**config.mk**
```make
export PLATFORM = sky130hd
export DESIGN_NAME = vbr_info_header_parser
export DESIGN_NICKNAME = d
export VERILOG_FILES = /design/src/vbrhp_pkg.sv /design/src/vbr_info_header_parser.sv /design/src/vbrhp_in_reg.sv /design/src/vbrhp_parse_core.sv /design/src/vbrhp_out_reg.sv
export SDC_FILE = /design/constraint.sdc
export NUM_CORES = 1
export LEC_CHECK = 0
export ABC_AREA = 1
export CORE_MARGIN = 3
export CORE_UTILIZATION = 55
export CTS_BUF_LIST = sky130_fd_sc_hd__clkbuf_4
export DETAILED_ROUTE_END_ITERATION = 7
export DONT_BUFFER_PORTS = 1
export PLACE_DENSITY_LB_ADDON = 0.25
export SETUP_SLACK_MARGIN = 0.2
export SLEW_MARGIN = 0
export SYNTH_ARGS = -nofsm -noshare
export SYNTH_HDL_FRONTEND = slang
export SYNTH_SLANG_ARGS = --single-unit
```
**constraint.sdc**
```tcl
create_clock -name clk_i -period 11.95 [get_ports clk_i]
set_input_delay 2.39 -clock clk_i [delete_from_list [all_inputs] [get_ports clk_i]]
set_output_delay 2.39 -clock clk_i [all_outputs]
set_load 0.03 [all_outputs]
```
**src/vbrhp_pkg.sv**
```systemverilog
// Shared types and constants for the VBR info header parser.
package vbrhp_pkg;

  // Number of seek-table entries in a header (1 to 128).
  localparam int unsigned TocSize = 100;

  // Tag words as they stand in the shift register after four bytes.
  localparam logic [31:0] TagInfo = 32'h496E_666F;
  localparam logic [31:0] TagXing = 32'h5869_6E67;

  localparam logic [6:0] CountMax = 7'd127;
  localparam logic [6:0] WordLastByte = 7'd3;

  // Parse phases, one-hot.
  typedef enum logic [6:0] {
    PhTag    = 7'b0000001,
    PhFlags  = 7'b0000010,
    PhFrames = 7'b0000100,
    PhBytes  = 7'b0001000,
    PhToc    = 7'b0010000,
    PhScale  = 7'b0100000,
    PhIdle   = 7'b1000000
  } phase_e;

  // Result kinds.
  typedef enum logic [1:0] {
    KindToc    = 2'd0,
    KindDone   = 2'd1,
    KindBadTag = 2'd2,
    KindTrunc  = 2'd3
  } kind_e;

  // One input byte with its side flags.
  typedef struct packed {
    logic       restart;
    logic       final_byte;
    logic [7:0] data_byte;
  } in_item_t;

  // One result transaction.
  typedef struct packed {
    kind_e       kind;
    logic        done_res;
    logic [6:0]  bytes_consumed;
    logic [31:0] quality_scale;
    logic [31:0] stream_bytes;
    logic [31:0] frame_total;
    logic [3:0]  present_flags;
    logic        version;
    logic [7:0]  toc_value;
    logic [6:0]  toc_index;
  } res_t;

endpackage

```
**src/vbr_info_header_parser.sv**
```systemverilog
// Top level of the MP3 Xing/Info VBR header parser.
//
// The slave stream carries one header byte per transaction in tdata; tuser
// marks the first byte of a new header and tlast marks a byte after which no
// more data is available. The parser checks the "Info" or "Xing" tag, reads
// the flags word and the fields it selects, and reports each seek-table byte
// as it arrives. A closing transaction (tlast high on the master stream)
// carries the whole header summary, a bad-tag error or a truncated status;
// tuser gives the kind of each result transaction.
// An accepted byte sits in the input register and is parsed by the step logic
// on its way into the result register, from which its result is offered on
// the master side. Throughput is one byte per cycle while the receiver does
// not stall a pending result, also for bytes that cause no result.
// Reset empties both registers and puts the parser at the tag, so a header
// can start without a restart mark. While the receiver stalls a pending
// result, the byte in the input register waits as well, whether or not it
// yields a result, and the slave side takes no new byte once that register
// is full.
module vbr_info_header_parser
  import vbrhp_pkg::*;
(
  input  logic         clk_i,
  input  logic         rst_ni,
  input  logic         s_axis_tvalid_i,
  output logic         s_axis_tready_o,
  input  logic [7:0]   s_axis_tdata_i,   // [7:0] data_byte
  input  logic         s_axis_tuser_i,   // [0] restart
  input  logic         s_axis_tlast_i,   // final_byte
  output logic         m_axis_tvalid_o,
  input  logic         m_axis_tready_i,
  output logic [127:0] m_axis_tdata_o,   // [6:0] toc_index, [14:7] toc_value,
                                         // [15] version, [19:16] present_flags,
                                         // [51:20] frame_total,
                                         // [83:52] stream_bytes,
                                         // [115:84] quality_scale,
                                         // [122:116] bytes_consumed, rest zero
  output logic [1:0]   m_axis_tuser_o,   // [1:0] kind
  output logic         m_axis_tlast_o    // done_res
);

  in_item_t s_item;
  in_item_t item_q;
  logic     item_valid;
  logic     advance;
  logic     res_valid;
  res_t     res_c;
  res_t     res_q;

  assign s_item.restart    = s_axis_tuser_i;
  assign s_item.final_byte = s_axis_tlast_i;
  assign s_item.data_byte  = s_axis_tdata_i;

  // The held byte is parsed when its result, if any, has room to land.
  assign advance = item_valid && (!m_axis_tvalid_o || m_axis_tready_i);

  vbrhp_in_reg u_in_reg (
    .clk_i     (clk_i),
    .rst_ni    (rst_ni),
    .valid_i   (s_axis_tvalid_i),
    .ready_o   (s_axis_tready_o),
    .item_i    (s_item),
    .advance_i (advance),
    .valid_o   (item_valid),
    .item_o    (item_q)
  );

  vbrhp_parse_core u_core (
    .clk_i       (clk_i),
    .rst_ni      (rst_ni),
    .step_i      (advance),
    .item_i      (item_q),
    .res_valid_o (res_valid),
    .res_o       (res_c)
  );

  vbrhp_out_reg u_out_reg (
    .clk_i   (clk_i),
    .rst_ni  (rst_ni),
    .load_i  (advance && res_valid),
    .res_i   (res_c),
    .ready_i (m_axis_tready_i),
    .valid_o (m_axis_tvalid_o),
    .res_o   (res_q)
  );

  assign m_axis_tdata_o = {5'd0, res_q.bytes_consumed, res_q.quality_scale,
                           res_q.stream_bytes, res_q.frame_total,
                           res_q.present_flags, res_q.version,
                           res_q.toc_value, res_q.toc_index};
  assign m_axis_tuser_o = res_q.kind;
  assign m_axis_tlast_o = res_q.done_res;

endmodule

```
**src/vbrhp_in_reg.sv**
```systemverilog
// Input register stage of the VBR info header parser.
module vbrhp_in_reg
  import vbrhp_pkg::*;
(
  input  logic     clk_i,
  input  logic     rst_ni,
  input  logic     valid_i,
  output logic     ready_o,
  input  in_item_t item_i,
  input  logic     advance_i,
  output logic     valid_o,
  output in_item_t item_o
);

  logic     valid_q;
  in_item_t item_q;

  // The stage takes a new byte when empty or when its byte moves on this cycle.
  assign ready_o = !valid_q || advance_i;

  always_ff @(posedge clk_i or negedge rst_ni) begin
    if (!rst_ni) begin
      valid_q <= 1'b0;
    end else if (valid_i && ready_o) begin
      valid_q <= 1'b1;
    end else if (advance_i) begin
      valid_q <= 1'b0;
    end
  end

  always_ff @(posedge clk_i) begin
    if (valid_i && ready_o) begin
      item_q <= item_i;
    end
  end

  assign valid_o = valid_q;
  assign item_o  = item_q;

endmodule

```
**src/vbrhp_parse_core.sv**
```systemverilog
// Parse state and the per-byte step logic of the VBR info header parser.
module vbrhp_parse_core
  import vbrhp_pkg::*;
(
  input  logic     clk_i,
  input  logic     rst_ni,
  input  logic     step_i,
  input  in_item_t item_i,
  output logic     res_valid_o,
  output res_t     res_o
);

  phase_e      phase_q, phase_d, e_phase;
  logic [6:0]  fbc_q, fbc_d, e_fbc;
  logic [31:0] sw_q, sw_d, e_sw, sw_new;
  logic [3:0]  flags_q, flags_d, e_flags;
  logic        ver_q, ver_d, e_ver;
  logic [31:0] frames_q, frames_d, e_frames;
  logic [31:0] bytes_q, bytes_d, e_bytes;
  logic [6:0]  cons_q, cons_d, e_cons;
  logic [7:0]  fbc_inc;
  logic        word_done;
  logic        bad;
  logic        is_toc;
  logic [31:0] quality;
  kind_e       kind;

  // Next phase after 'from' whose flag bit is set, or idle.
  function automatic phase_e next_after(phase_e from, logic [3:0] f);
    logic [3:0] m;
    phase_e     r;
    case (from)
      PhFlags:  m = f;
      PhFrames: m = {f[3:1], 1'b0};
      PhBytes:  m = {f[3:2], 2'b00};
      PhToc:    m = {f[3], 3'b000};
      default:  m = 4'b0000;
    endcase
    if (m[0]) begin
      r = PhFrames;
    end else if (m[1]) begin
      r = PhBytes;
    end else if (m[2]) begin
      r = PhToc;
    end else if (m[3]) begin
      r = PhScale;
    end else begin
      r = PhIdle;
    end
    return r;
  endfunction

  always_comb begin
    // A restart clears the parse state before this byte is taken.
    e_phase  = item_i.restart ? PhTag : phase_q;
    e_fbc    = item_i.restart ? 7'd0 : fbc_q;
    e_sw     = item_i.restart ? 32'd0 : sw_q;
    e_flags  = item_i.restart ? 4'd0 : flags_q;
    e_ver    = item_i.restart ? 1'b0 : ver_q;
    e_frames = item_i.restart ? 32'd0 : frames_q;
    e_bytes  = item_i.restart ? 32'd0 : bytes_q;
    e_cons   = item_i.restart ? 7'd0 : cons_q;

    phase_d  = e_phase;
    fbc_d    = e_fbc;
    sw_d     = e_sw;
    flags_d  = e_flags;
    ver_d    = e_ver;
    frames_d = e_frames;
    bytes_d  = e_bytes;
    cons_d   = e_cons;

    sw_new    = {e_sw[23:0], item_i.data_byte};
    fbc_inc   = {1'b0, e_fbc} + 8'd1;
    word_done = (e_fbc == WordLastByte);
    bad       = 1'b0;
    is_toc    = 1'b0;
    quality   = 32'd0;
    kind      = KindToc;
    res_valid_o = 1'b0;

    if (e_phase != PhIdle) begin
      cons_d = (e_cons != CountMax) ? e_cons + 7'd1 : e_cons;
      sw_d   = sw_new;
      if (e_phase != PhToc) begin
        fbc_d = word_done ? 7'd0 : fbc_inc[6:0];
      end
      case (e_phase)
        PhTag: begin
          if (word_done) begin
            if (sw_new == TagInfo) begin
              ver_d   = 1'b0;
              phase_d = PhFlags;
            end else if (sw_new == TagXing) begin
              ver_d   = 1'b1;
              phase_d = PhFlags;
            end else begin
              bad = 1'b1;
            end
          end
        end
        PhFlags: begin
          if (word_done) begin
            flags_d = sw_new[3:0];
            phase_d = next_after(PhFlags, sw_new[3:0]);
          end
        end
        PhFrames: begin
          if (word_done) begin
            frames_d = sw_new;
            phase_d  = next_after(PhFrames, e_flags);
          end
        end
        PhBytes: begin
          if (word_done) begin
            bytes_d = sw_new;
            phase_d = next_after(PhBytes, e_flags);
          end
        end
        PhToc: begin
          is_toc = 1'b1;
          if (fbc_inc >= 8'(TocSize)) begin
            fbc_d   = 7'd0;
            phase_d = next_after(PhToc, e_flags);
          end else begin
            fbc_d = fbc_inc[6:0];
          end
        end
        PhScale: begin
          if (word_done) begin
            quality = sw_new;
            phase_d = PhIdle;
          end
        end
        default: begin
          phase_d = e_phase;
        end
      endcase

      if (bad) begin
        kind        = KindBadTag;
        res_valid_o = 1'b1;
      end else if (phase_d == PhIdle) begin
        kind        = KindDone;
        res_valid_o = 1'b1;
      end else if (item_i.final_byte) begin
        kind        = KindTrunc;
        res_valid_o = 1'b1;
      end else if (is_toc) begin
        kind        = KindToc;
        res_valid_o = 1'b1;
      end
      // Any ending result closes the header until the next restart.
      if (res_valid_o && (kind != KindToc)) begin
        phase_d = PhIdle;
      end
    end

    res_o.kind           = kind;
    res_o.done_res       = (kind != KindToc);
    res_o.bytes_consumed = cons_d;
    res_o.quality_scale  = (kind == KindDone) ? quality : 32'd0;
    res_o.stream_bytes   = bytes_d;
    res_o.frame_total    = frames_d;
    res_o.present_flags  = flags_d;
    res_o.version        = ver_d;
    res_o.toc_value      = is_toc ? item_i.data_byte : 8'd0;
    res_o.toc_index      = is_toc ? e_fbc : 7'd0;
  end

  always_ff @(posedge clk_i or negedge rst_ni) begin
    if (!rst_ni) begin
      phase_q  <= PhTag;
      fbc_q    <= 7'd0;
      sw_q     <= 32'd0;
      flags_q  <= 4'd0;
      ver_q    <= 1'b0;
      frames_q <= 32'd0;
      bytes_q  <= 32'd0;
      cons_q   <= 7'd0;
    end else if (step_i) begin
      phase_q  <= phase_d;
      fbc_q    <= fbc_d;
      sw_q     <= sw_d;
      flags_q  <= flags_d;
      ver_q    <= ver_d;
      frames_q <= frames_d;
      bytes_q  <= bytes_d;
      cons_q   <= cons_d;
    end
  end

endmodule

```
**src/vbrhp_out_reg.sv**
```systemverilog
// Result register stage of the VBR info header parser.
module vbrhp_out_reg
  import vbrhp_pkg::*;
(
  input  logic clk_i,
  input  logic rst_ni,
  input  logic load_i,
  input  res_t res_i,
  input  logic ready_i,
  output logic valid_o,
  output res_t res_o
);

  logic valid_q;
  res_t res_q;

  always_ff @(posedge clk_i or negedge rst_ni) begin
    if (!rst_ni) begin
      valid_q <= 1'b0;
    end else if (load_i) begin
      valid_q <= 1'b1;
    end else if (ready_i) begin
      valid_q <= 1'b0;
    end
  end

  always_ff @(posedge clk_i) begin
    if (load_i) begin
      res_q <= res_i;
    end
  end

  assign valid_o = valid_q;
  assign res_o   = res_q;

endmodule
```
Yosys cells after proc, flatten, opt, wreduce, memory -nomap -nowiden:

Cells that the tools add are included.

* bits in registers: 252
* input port bits: 14
* output and inout bits: 133
* logic and storage cells: 146

* add/subtract/negate cells: 2
* $lt $le $gt $ge: 1
* eq/ne operators: 14
* muxes and demuxes: 93
* reductions and logical operators: 13

Operator list (number)
* 7-bit 2-to-1 mux: 37
* 32-bit 2-to-1 mux: 8
* 32-bit by 31-bit equality test with 1-bit output (second input constant): 2
* 4-bit 2-to-1 mux: 16
* 24-bit 2-to-1 mux: 2
* 7-bit case mux with 6 select lines: 1
* 1-bit 2-to-1 mux: 24
* 7-bit by 2-bit equality test with 1-bit output (second input constant): 2
* 7-bit != test (second input constant): 2
* 2-bit 2-to-1 mux: 5
* 7-bit by 1-bit adder with 8-bit output (second input constant): 1
* 8-bit by 7-bit greater-or-equal comparator with 1-bit output (second input constant): 1
* 2-bit nonzero test: 4
* 7-bit by 1-bit adder with 7-bit output (second input constant): 1
* 7-bit by 1-bit equality test with 1-bit output (second input constant): 1
* 7-bit by 3-bit equality test with 1-bit output (second input constant): 1
* 7-bit by 4-bit equality test with 1-bit output (second input constant): 1
* 7-bit by 5-bit equality test with 1-bit output (second input constant): 1
* 7-bit by 6-bit equality test with 1-bit output (second input constant): 1
* 7-bit equality test (second input constant): 1
* 7-bit by 5-bit != test with 1-bit output (second input constant): 1
* 1-bit logical AND: 4
* 4-bit AND reduction: 1
* 2-bit by 1-bit equality test with 1-bit output (second input constant): 1
* other kinds (2): 4

Longest topological paths before layout:

* depth in word-level cells: 21
* depth in mapped cells: 23
* mapped depth without buffers: 21

Modules after synthesis:

From an unflattened synthesis, not the netlist that was laid out.

* cell total of the unflattened synthesis: 1179
* area, all modules: 11113.2 um2

Modules (own cells, without submodules)
* vbrhp_parse_core: times used 1, cells an instance 1020, area an instance 6872.8 um2
* vbrhp_out_reg: times used 1, cells an instance 131, area an instance 3823.7 um2
* vbrhp_in_reg: times used 1, cells an instance 16, area an instance 345.3 um2
* vbr_info_header_parser: times used 1, cells an instance 12, area an instance 71.3 um2

Worst setup path after synthesis:

No wires, ideal clock.

* path kind: input to register
* start point: input port m_axis_tready_i
* end point: register, netlist name u_out_reg.res_o[0]
* setup time: 479 ps
* arrival time: 5748 ps
* data required time: 11471 ps
* path slack: 5723 ps
* stages: 7
* cell sequence: inv_1 -> nand2_1 -> nand2_1 -> nor2_1 -> clkbuf_1 -> nand2_1 -> inv_1

* longest elaborated chain between the ends: 3

RTL lines
* from (decl): line vbr_info_header_parser.sv:30 `input logic m_axis_tready_i,`
* 1-bit logical OR: line vbr_info_header_parser.sv:54 `assign advance = item_valid && (!m_axis_tvalid_o || m_axis_tready_i);`
* 1-bit logical AND: line vbr_info_header_parser.sv:54
* 1-bit logical AND: line vbr_info_header_parser.sv:79 `.load_i (advance && res_valid),`
* named net u_out_reg.load_i: line vbrhp_out_reg.sv:7 `input logic load_i,`

The timed path passes the listed nets, and every way through them passes these cells.
A chain may end at the register's enable or synchronous reset.

Worst setup path after layout:

* start point: input port m_axis_tready_i
* end point: output port s_axis_tready_o

* longest elaborated chain between the ends: 3

RTL lines
* 1-bit logical OR: line vbr_info_header_parser.sv:54
* 1-bit logical AND: line vbr_info_header_parser.sv:54
* 1-bit logical OR: line vbrhp_in_reg.sv:19 `assign ready_o = !valid_q || advance_i;`
* to (decl): line vbr_info_header_parser.sv:25 `output logic s_axis_tready_o,`

Every way passes these cells.

==> impl_metrics.toml <==
[floorplan]
coreArea_mm2 = 0.0197
die_x_um = 148
rows = 51
die_area_mm2 = 0.0219
num_io_pins = 147
fp.dieH_um = 148
start_util_pct = 56.4

[timing]
finalCritPeriodShare_pct = 43.0
slew_headroom_pct = 28.1
timing.fmax_mhz = 195
fin_tns_setup_ps = 0
worstMarginPinSlew_ps = 1070
hold_viol_final = 0
skew_ps = 31.9
rsz0062_at_grt = "false"
setup_viol = 0
slew_violations = 0
fin_crit_ps = 5140

[cts]
cts_tree = "built"
cts-root-buf = "clkbuf_4"
path_clk_slew_ps = 60
cts_buffers = 68
cts_sinks = 252
htree_levels = 3
postCtsHoldBufs = 0
postCtsSetupBuffers = 0
clock_latency_ps = 640
ctsResizeCount = 0
clockBufferDepth = 3

[power_and_ir_drop]
peakVddDrop_mv = 0.224
power_leakage_nw = 5.24
p_per_area_mw_per_mm2 = 200

[yosys]
synth_seq_area_share_pct = 63.0
yosysWarnings = 0
synth_seq_cells = 252
postSynthAreaPerCell_um2 = 9.60
ys_types = 42
synthCells = 1155
synth_area_mm2 = 0.0111

[worst_setup_path]
reg2reg_from = "u_in_reg.item_o[9]$_DFFE_PP_"
regToRegSetupSlack_ps = 6820
cp_top_family = "simple AND/OR/NAND/NOR gates"
critPathMaxStageDelay_ps = 310
crit_chain = "inv_1, nand3_1"
crit_required_ps = 9560
worstSetupStartpoint = "m_axis_tready_i"
crit_fanout = 3
cp_slowest_cell = "nand3_1"
crit_type = "input pin to primary output"
cp-end-kind = "primary output"
cp-start-kind = "input pin"
worstRegToRegCells = 20
r2r_end = "u_out_reg.res_o[76]$_DFFE_PP_"
crit_buf_inv = 1
arrival_ps = 2750

[grt]
gr-total-overflow = 0
antenna_found_initial = 2
grt_max_degree = 117
grt_pass1_wl_mm = 41.8
grt_pass1_vias = 7847
track_usage_pct = 24.1

[place]
gp_congestion = 0.923
hpwl_mm = 16.8
io_buffers = 0

[cells_and_area]
fillers = 1703
seq_area_mm2 = 0.00699
area_delta_synth_final_pct = 8.75
fin_nets = 1194
fin_util_pct = 61.4
multi_input_area_mm2 = 0.00350
most-common-layout-cells = "nand2_1 (328), edfxtp_1 (136), dfrtp_1 (115)"
final_common_cell = "nand2_1"
drive_gt1_share_pct = 13.5

[route]
ant_nets = 0
drc = 0
vias_per_cell = 5.47
wl_per_cell_um = 17.5
wirelength_mm = 26.2
firstDrtPassIters = 6
num_vias = 8176
detail_route.iter0.violations = 677

[hold_path]
holdCritPathClass = "flip-flop to flip-flop"
hold_depth = 2
hold_start = "u_core.frames_q[7]$_DFFE_PN0P_"
holdPathEnd = "u_core.frames_q[7]$_DFFE_PN0P_"

[flow_run]
cap_viol_max_count = 0

[run_status]
status = "complete, no violations"
[flip-flops by register name, indices dropped and copies added, names as in the netlist]
| register | flops |
|---|---|
| u_in_reg.item_o | 10 |
| u_core.cons_q | 7 |
| u_core.ver_q | 1 |
| u_core.frames_q | 32 |
| u_core.phase_q | 7 |
| u_core.fbc_q | 7 |
| u_core.flags_q | 4 |
| u_out_reg.valid_o | 1 |
| u_core.bytes_q | 32 |
| u_out_reg.res_o | 126 |
| u_in_reg.valid_o | 1 |
| u_core.sw_q | 24 |
[metrics by stage]
stage / std cells / worst slack, ps / hold slack (ps) / cell area, um^2 / total power [mW]
2_1_floorplan: 1159 / 5720 / 449 / 11100 / 1.59
3_3_place_gp: 1373 / 6610 / 462 / 11200 / 1.70
3_5_place_dp: 1373 / 6550 / 465 / 11200 / 1.70
4_1_cts: 1494 / 6810 / 482 / 12100 / 2.44
5_1_grt: 1496 / 6410 / 496 / 12100 / 2.55
6_report: 1496 / 6810 / 479 / 12100 / 2.42
[cells by family (layout without fill, tap and decap cells)]
family	Yosys count	in the layout	share of synthesized area, %
flops	252	252	63.0
fa+ha+maj	2	2	0.226
xor+xnor	8	8	0.632
buf+inv	146	216	5.61
other cells	1	7	0.0338
compound gates	139	139	6.76
simple gates	607	607	23.7
[worst register-to-register path, cell delays in order, from the launching register on]
cell and delay (ps):
edfxtp_1 360, buf_4 250, inv_4 260, buf_4 800, nand2_1 430, nand2_1 140
nor2_1 50, nand2_1 50, nor2_1 40, nand3_1 130, nand2_1 90, nand3_1 90
nand2_1 50, nand2_1 80, nand2_1 60, nor2_2 160, nand2_4 100, nand4_1 100
nand2_1 130, inv_4 540, buf_4 750
[synth_stat cells (all sizes together)]
| cell | number | area share (%) |
|---|---|---|
| xnor2 | 2 | 0.16 |
| conb | 1 | 0.034 |
| dfstp | 1 | 0.24 |
| clkbuf | 32 | 1.1 |
| clkinv | 1 | 0.034 |
| edfxtp | 136 | 37 |
| inv | 87 | 3.0 |
| dfrtp | 115 | 26 |
| nand2 | 348 | 12 |
| o211ai | 1 | 0.11 |
| o21ai | 121 | 5.6 |
| ha | 2 | 0.23 |
| nand3 | 104 | 4.8 |
| nand3b | 4 | 0.38 |
| or2 | 1 | 0.056 |
| o22ai | 3 | 0.17 |
| a21oi | 6 | 0.30 |
| nor3 | 14 | 0.68 |
| o21bai | 7 | 0.47 |
| nor4 | 1 | 0.056 |
| xor2 | 6 | 0.47 |
| o31ai | 1 | 0.068 |
| nand4 | 17 | 1.0 |
| nor2 | 118 | 4.4 |
| buf | 26 | 1.5 |
[layer usage]
| metal | GRT usage, % | vias up | part of all wire, % |
|---|---|---|---|
| met2 | 37.7 | 313 | 48 |
| met3 | 5.70 | 48 | 6.5 |
| met5 | 0 | - | 0 |
| met4 | 10.3 | 0 | 2.4 |
| li1 | - | 3900 | - |
| met1 | 32.6 | 3915 | 43 |
[how the worst max path moves through the flow]
stage,endpoint,cells after the start
after detailed placement,u_out_reg.res_o[41]$_DFFE_PP_,9
after CTS,s_axis_tready_o,2
final,s_axis_tready_o,2
after global routing,u_out_reg.res_o[76]$_DFFE_PP_,18
after floorplan,u_out_reg.res_o[0]$_SDFFCE_PN0P_,7
after global placement,u_out_reg.res_o[41]$_DFFE_PP_,9
[where the power goes]
group	internal, mW	total (mW)	leakage (nW)	switching, mW
Combinational	0.0772	0.360	1.83	0.283
Sequential	1.09	1.32	2.89	0.237
Clock	0.394	0.733	0.512	0.340
[layout make-up]
type                            count  share of cell area (%)
Sequential cell                   252                    58.0
Multi-Input combinational cell    761                    29.0
Clock buffer                      103                    6.41
Inverter                           88                    2.78
Tap cell                          265                    2.75
Clock inverter                     18                   0.591
Timing Repair Buffer                7                   0.436
Antenna cell                        2                  0.0415
(Power assumes the default switching activity.)
